**config.mk**
```make
export PLATFORM = sky130hd
export DESIGN_NAME = fgut_alu
export DESIGN_NICKNAME = d
export VERILOG_FILES = /design/src/rtl/fgut_pkg.sv /design/src/rtl/fgut_alu.sv
export SDC_FILE = /design/constraint.sdc
export NUM_CORES = 1
export LEC_CHECK = 0
export BUFFER_PORTS_ARGS = -buffer_cell sky130_fd_sc_hd__buf_2
export CAP_MARGIN = 20
export CORE_ASPECT_RATIO = 1.1
export CORE_MARGIN = 5
export CORE_UTILIZATION = 28
export DETAILED_ROUTE_END_ITERATION = 10
export GPL_ROUTABILITY_DRIVEN = 0
export PLACE_DENSITY = 0.6
export SLEW_MARGIN = 30
export SYNTH_ARGS = -nofsm -noshare
export SYNTH_HDL_FRONTEND = slang
export SYNTH_SLANG_ARGS = --single-unit
```
**constraint.sdc**
```tcl
create_clock -name vclk -period 13
set_clock_uncertainty 0.2 [all_clocks]
set_input_delay 2.6 -clock vclk [all_inputs]
set_output_delay 2.6 -clock vclk [all_outputs]
set_load 0.05 [all_outputs]
```
**src/rtl/fgut_pkg.sv**
```systemverilog
// ----------------------------------------------------------------------------
// fgut_pkg
// Shared types and constants for the friend group union tracker.
// ----------------------------------------------------------------------------
package fgut_pkg;

  localparam int ID_W             = 15;
  localparam int MEMBER_SLOTS_DEF = 32768;
  localparam int CFG_ADDR_W       = 3;
  localparam int CFG_DATA_W       = 32;

  localparam logic [ID_W-1:0] SIZE_MAX      = 15'h7fff;
  localparam logic [ID_W-1:0] PEOPLE_RESET  = 15'h7fff;
  localparam logic [ID_W-1:0] LARGEST_RESET = 15'd1;

  // Register index, taken from paddr[2]
  localparam logic [0:0] REG_PEOPLE_IN_USE = 1'b0;

  typedef struct packed {
    logic [ID_W-1:0] member_a;
    logic [ID_W-1:0] member_b;
  } in_beat_t;

  typedef struct packed {
    logic            were_already_friends;
    logic [ID_W-1:0] largest_group;
  } out_beat_t;

  typedef struct packed {
    logic [ID_W-1:0] sum;
    logic [ID_W-1:0] largest;
  } alu_res_t;

endpackage

```
**src/rtl/fgut_alu.sv**
```systemverilog
// ----------------------------------------------------------------------------
// fgut_alu
// Shared saturating adder for group counts with running-maximum compare.
// ----------------------------------------------------------------------------
module fgut_alu (
  input  logic [fgut_pkg::ID_W-1:0] op_a,
  input  logic [fgut_pkg::ID_W-1:0] op_b,
  input  logic [fgut_pkg::ID_W-1:0] largest,
  output fgut_pkg::alu_res_t        res
);

  logic [fgut_pkg::ID_W:0]   sum_full;
  logic [fgut_pkg::ID_W-1:0] sum_sat;

  assign sum_full = {1'b0, op_a} + {1'b0, op_b};
  // Saturate at the 15-bit maximum
  assign sum_sat  = sum_full[fgut_pkg::ID_W] ? fgut_pkg::SIZE_MAX
                                              : sum_full[fgut_pkg::ID_W-1:0];

  assign res.sum     = sum_sat;
  assign res.largest = (sum_sat > largest) ? sum_sat : largest;

endmodule

```
# Word-level counts from Yosys, hierarchy flattened
# Index checks and enable logic that the tools add are counted.
op_classes:
  n_addsub: 1
  magnitude_cmp: 1
  n_mux: 2
op_table:
  columns: ["operator", "count"]
  rows:
  - ["2-to-1 mux 15 bit", 2]
  - ["adder 15 x 15 -> 16 bit", 1]
  - ["> comparator 15 bit", 1]
word_totals:
  regBits: 0
  input_bits: 45
  output_inout_bits: 30
  wordCells: 4

# Depth between registers and ports, before layout
# Gate-level depths: netlist (run 1).
logic_depth:
  depth_word: 4
  ltp_mapped: 15

# Worst setup path after synthesis (run 1)
# Ideal clock, no wire load.
synth_timing:
  path_kind: "in2out"
  start: "input op_a[0] (netlist name)"
  end: "output res[10] (netlist name)"
  arrival_time_ns: 6.345
  required_ns: 10.200
  path_slack_ns: 3.855
  cell_stages: 14
  cell_sequence: "ha_1 > fa_1 > a211oi_1 > o21ai_0 > nand3_1 > o211ai_1 > or4_4 > ha_1 > nand4_1 > a21oi_1 > a211oi_1 > a21oi_1 > buf_2 > mux2_2"
synth_lines:
  columns: ["element", "line_no", "source"]
  rows:
  - ["start, declared", "fgut_alu.sv:6", "input logic [fgut_pkg::ID_W-1:0] op_a,"]
  - ["end, declared", "fgut_alu.sv:9", "output fgut_pkg::alu_res_t res"]

==> flow_summary.ini, run 1 <==
[run_status]
run_status = completed

[global_route]
global_route.peak_usage_layer = met2
grt_util_met3_pct = 0.756
grtUsageTotal_pct = 11.1
grt_use_met2_pct = 20.1
maximum_number_of_pins_on_one_net_before_global_route_repair = 15
first_global_vias = 1570
global_route.usage.met1_pct = 14.8
grt_antenna_before_repair = 0
global_route_wire_length_before_repair_mm = 6.47
overflow = 0

[power_and_ir_drop]
power_switching_uw = 135
power.sequential.fraction_pct = 0
totalPowerFinal_uw = 199
power.density_cell_area_mw_per_mm2 = 109
p_leak_uw = 0.000942
cell_internal_pwr_uw = 63.8
pwr-share-clk_pct = 0
max-vdd-ir-drop_uv = 70.7
power.share.combinational_pct = 100.0
power.switching_fraction_pct = 68.0

[logic_synthesis]
synth_sequential_area_ratio_pct = 0
syn_area_per_cell_um2 = 7.52
synthCells = 185
yosysWarningCount = 0
post_synth_num_cell_types = 39
synth_fp_nets = 261
combined_area_of_all_synthesized_cells_mm2 = 0.00139

[worst_setup_path]
worst_setup_path_start_kind = input port
crit_fanout = 9
slowest_stage = a21oi_1
worst_setup_path_end_kind = primary output
timing.critical_path.arrival_ps = 6940
cp_cell_sequence = buf_2 > ha_1 > fa_1 > a211oi_1 > o21ai_0 > nand3_1 > o211ai_1 > or4_4 > ha_1 > nand4_1 > a21oi_1 > a211oi_1 > a21oi_1 > buf_4 > mux2_2 > buf_2
worst-setup-path-type = in -> out
critical-path-top-delay-family = compound AO/OA/AOI/OAI gates
path_buf_inv = 3
delay_of_the_slowest_critical_path_stage_ps = 740
cp_data_required_time_ps = 10200

[layout]
clock_buffer_count = 0
layout_common_cells = buf_2 (75), ha_1 (30), inv_1 (17), a21oi_1 (17), nand2_1 (15)
diodes = 0
seq_cells = 0
n_fill_cell = 518
flow.area_growth_from_synthesis_pct = 31.8
mostFrequentLayoutCell = buf_2
num-nets-final = 336
sequential_cell_area_um2 = 0
drive_gt1_share_pct = 39.1
final_design_area_no_fill_mm2 = 0.00183

[route]
initialDrtViolationCount = 33
drt_drc_violations_left = 0
route.detailed.wl_per_inst_um = 12.2
first_pass_iters = 4
ant_nets = 0
wl_mm = 3.86
vias = 1593
route.detailed.vias_per_inst = 5.04

[timing]
postLayoutSetupSlackWorst_ps = 3260
worst_slew_pin_slew_ps = 925
hold_viol_final = 0
maxClockFrequency_ghz = 0.103
timing.final.crit_share_pct = 74.9
unrepaired_setup_endpoints_after_global_routing = false
setup_viol = 0
timing.final.crit_period_ps = 9740
slew_viol_final = 0
final_setup_tns_ps = 0
max-slew-margin-rel_pct = 38.3

[place]
pre_cts_slack_ps = 3240
detailedPlacementHpwl_mm = 3.47
placement.cell_area_mm2 = 0.00183
port_buffers = 75

[floorplan]
chipHeight_um = 83.9
design.die.area_mm2 = 0.00648
placementRows = 27
initial_utilization_pct = 28.4
fp.coreArea_mm2 = 0.00490
io-pin-count = 75
die_w_um = 77.2

[cts]
postCtsSetupRepairBufs = 0
ctsResizeCount = 0
holdBufCountCts = 0

[hold_path]
min-delay-path-class = in -> out

[flow_run]
cap_viol_max_count = 0
[kinds of logic (layout without fill, tap and decap cells)]
group                      after synthesis  after routing  synth area share (%)
AOI/OAI and AO/OA                       56             56                  28.1
xor gates and xnor gates                10             10                  6.29
adders and majority gates               31             31                  28.4
buffers and inverters                   20             93                  5.49
muxes                                   15             15                  12.4
and+or+nand+nor                         53             53                  19.3
[metrics by stage]
stage / util (%) / instances / hold WS, ps
global placement: 37.4 / 316 / 5460
detailed placement: 37.4 / 316 / 5460
CTS: 37.4 / 316 / 5460
finish: 37.4 / 316 / 5460
floorplan: - / 185 / 5220
global route: 37.4 / 316 / 5470
[synthesized netlist by cell type]
| cell type | number | area share (%) |
|---|---|---|
| a211o_1 | 2 | 1.3 |
| a211oi_1 | 3 | 1.6 |
| a211oi_2 | 1 | 0.90 |
| a211oi_4 | 1 | 1.4 |
| a21boi_0 | 2 | 1.1 |
| a21o_1 | 8 | 4.3 |
| a21oi_1 | 17 | 6.1 |
| a21oi_2 | 2 | 1.3 |
| a22oi_1 | 1 | 0.54 |
| a311oi_1 | 1 | 0.63 |
| a31oi_1 | 1 | 0.45 |
| and2_1 | 1 | 0.45 |
| buf_2 | 1 | 0.36 |
| clkbuf_1 | 2 | 0.54 |
| fa_1 | 1 | 1.4 |
| ha_1 | 30 | 27 |
| inv_1 | 17 | 4.6 |
| mux2_2 | 14 | 11 |
| mux2_4 | 1 | 1.1 |
| nand2_1 | 15 | 4.0 |
| nand2b_1 | 10 | 4.5 |
| nand3_1 | 6 | 2.2 |
| nand3b_1 | 1 | 0.54 |
| nand4_1 | 5 | 2.2 |
| nor2_1 | 9 | 2.4 |
| nor2b_1 | 1 | 0.45 |
| nor3_1 | 1 | 0.36 |
| nor4_1 | 1 | 0.45 |
| o211ai_1 | 4 | 2.2 |
| o211ai_2 | 1 | 0.90 |
| o21ai_0 | 7 | 2.5 |
| o21ai_2 | 2 | 1.3 |
| o21bai_1 | 1 | 0.54 |
| o22a_1 | 1 | 0.63 |
| o22ai_1 | 1 | 0.45 |
| or2_2 | 2 | 0.90 |
| or4_4 | 1 | 0.81 |
| xnor2_1 | 4 | 2.5 |
| xor2_1 | 6 | 3.8 |
[path summary, 6_finish.rpt]
path	from	to	slack, ps	depth (start not counted)
worst max-delay path	op_a[0]	res[3]	3260	16
worst min-delay path	largest[9]	res[9]	5460	3
[layout make-up]
class              instances  area, um2  share of cell area [%]
inverters                 17       63.8                    3.48
multi-input cells        165       1320                    71.7
well taps                 58       72.6                    3.96
repair buffers            76        383                    20.9
[power by group through the flow]
stage / clock network, uW / logic, uW / registers, uW
after floorplan: 0 / 157 / 0
after global placement: 0 / 200 / 0
after detailed placement: 0 / 200 / 0
after CTS: 0 / 201 / 0
after global routing: 0 / 215 / 0
final: 0 / 199 / 0
[metal layers]
| metal | vias up | part of all wire, % |
|---|---|---|
| li1 | 828 | - |
| met1 | 709 | 45 |
| met2 | 56 | 48 |
| met3 | 0 | 6.8 |
| met4 | 0 | 0 |
| met5 | - | 0 |
[worst min-delay path, delay by kind of cell]
family   cells  cell delay, ps
mux          1             130
buf+inv      2             330
Note: power is estimated with default switching activity, not from simulation.
==> run 2, diff against run 1 <==
==> constraint.sdc (replaced) <==
create_clock -name vclk -period 9.69
set_clock_uncertainty 0.2 [all_clocks]
set_input_delay 1.938 -clock vclk [all_inputs]
set_output_delay 1.938 -clock vclk [all_outputs]
set_load 0.05 [all_outputs]
==> flow_summary.ini, run 2 (synthesis gave the netlist of run 1 again) <==
[power_and_ir_drop]
totalPowerFinal_uw = 268
p_leak_uw = 0.000942
power.density_cell_area_mw_per_mm2 = 146
max-vdd-ir-drop_uv = 84.7

[route]
vias = 1592
wl_mm = 3.89
first_pass_iters = 4
ant_nets = 0
initialDrtViolationCount = 52
drt_drc_violations_left = 0
route.detailed.wl_per_inst_um = 12.3
route.detailed.vias_per_inst = 5.04

[global_route]
global_route.peak_usage_layer = met2
grtUsageTotal_pct = 11.6
grt_use_met2_pct = 21.0
overflow = 0
global_route.usage.met1_pct = 14.9
global_route_wire_length_before_repair_mm = 6.78
first_global_vias = 1625
grt_antenna_before_repair = 0
grt_util_met3_pct = 1.19
maximum_number_of_pins_on_one_net_before_global_route_repair = 15

[layout]
drive_gt1_share_pct = 39.1
layout_common_cells = buf_2 (75), ha_1 (30), inv_1 (17), a21oi_1 (17), nand2_1 (15)
diodes = 0
mostFrequentLayoutCell = buf_2
sequential_cell_area_um2 = 0
seq_cells = 0
num-nets-final = 336
flow.area_growth_from_synthesis_pct = 31.8
clock_buffer_count = 0
post_layout_nonfiller_instances = 316

[run_status]
run_status = completed

[worst_setup_path]
worst-setup-path-type = in -> out
crit_fanout = 9
cp_data_required_time_ps = 7550
worst_setup_path_start_kind = input port
cp_cell_sequence = buf_2 > ha_1 > fa_1 > a211oi_1 > o21ai_0 > nand3_1 > o211ai_1 > or4_4 > ha_1 > nand4_1 > a21oi_1 > a211oi_1 > a21oi_1 > buf_4 > mux2_2 > buf_2
worst_setup_path_end_kind = primary output
slowest_stage = a21oi_1
delay_of_the_slowest_critical_path_stage_ps = 700
timing.critical_path.arrival_ps = 6230

[timing]
unrepaired_setup_endpoints_after_global_routing = false
timing.final.crit_period_ps = 8370
final_setup_tns_ps = 0
slew_viol_final = 0
maxClockFrequency_ghz = 0.120
timing.final.crit_share_pct = 86.3
hold_viol_final = 0
worst_slew_pin_slew_ps = 872
setup_viol = 0
max-slew-margin-rel_pct = 41.9

[place]
dpl.cell_count = 316
port_buffers = 75
detailedPlacementHpwl_mm = 3.49

[cts]
holdBufCountCts = 0
ctsResizeCount = 0
postCtsSetupRepairBufs = 0

[floorplan]
io-pin-count = 75
design.die.area_mm2 = 0.00648
die_w_um = 77.2
placementRows = 27
fp.coreArea_mm2 = 0.00490
chipHeight_um = 83.9
initial_utilization_pct = 28.4

[hold_path]
min-delay-path-class = in -> out

[flow_run]
cap_viol_max_count = 0
-- run 2: cell counts in the layout (fill, tap and decap cells not counted) --
No cell type changed its count.
-- run 2: where the power goes --
part / switching, uW / internal, uW / total, uW
Sequential: 0 / 0 / 0
Combinational: 182 / 85.6 / 268
Clock: 0 / 0 / 0
Total: 182 / 85.6 / 268
-- run 2: cell type report --
| type | count | area (um2) |
|---|---|---|
| multi-input combinational | 165 | 1320 |
| tap | 58 | 72.6 |
| fill | 524 | 3060 |
| timing repair buffer | 76 | 383 |
| inverter | 17 | 63.8 |
-- run 2: worst paths after layout --
kind	start	slack [ps]	to	depth (start not counted)
min	largest[6]	4140	res[6]	3
max	op_a[0]	1320	res[3]	16
-- run 2: stage by stage --
step | utilization, % | hold slack (ps) | worst slack [ps] | instance area [um2]
2_1_floorplan | - | 3900 | 1870 | 1390
3_3_place_gp | 37.4 | 4140 | 1380 | 1830
3_5_place_dp | 37.4 | 4140 | 1290 | 1830
4_1_cts | 37.4 | 4140 | 1270 | 1830
5_1_grt | 37.4 | 4150 | 899 | 1830
6_report | 37.4 | 4140 | 1320 | 1830
-- run 2: critical path, delay by kind of cell --
kind / cells / cell delay (ps)
adder cells (fa/ha/maj): 3 / 990
AO/OA/AOI/OAI: 6 / 1540
AND/OR/NAND/NOR: 3 / 820
buffers and inverters: 3 / 610
multiplexers: 1 / 340
-- run 2: layer usage --
| layer | routed length [um] | vias up | share of wire [%] |
|---|---|---|---|
| met5 | 0 | - | 0 |
| met2 | 1830 | 51 | 47 |
| li1 | - | 829 | - |
| met4 | 68 | 0 | 1.7 |
| met3 | 239 | 6 | 6.1 |
| met1 | 1760 | 706 | 45 |
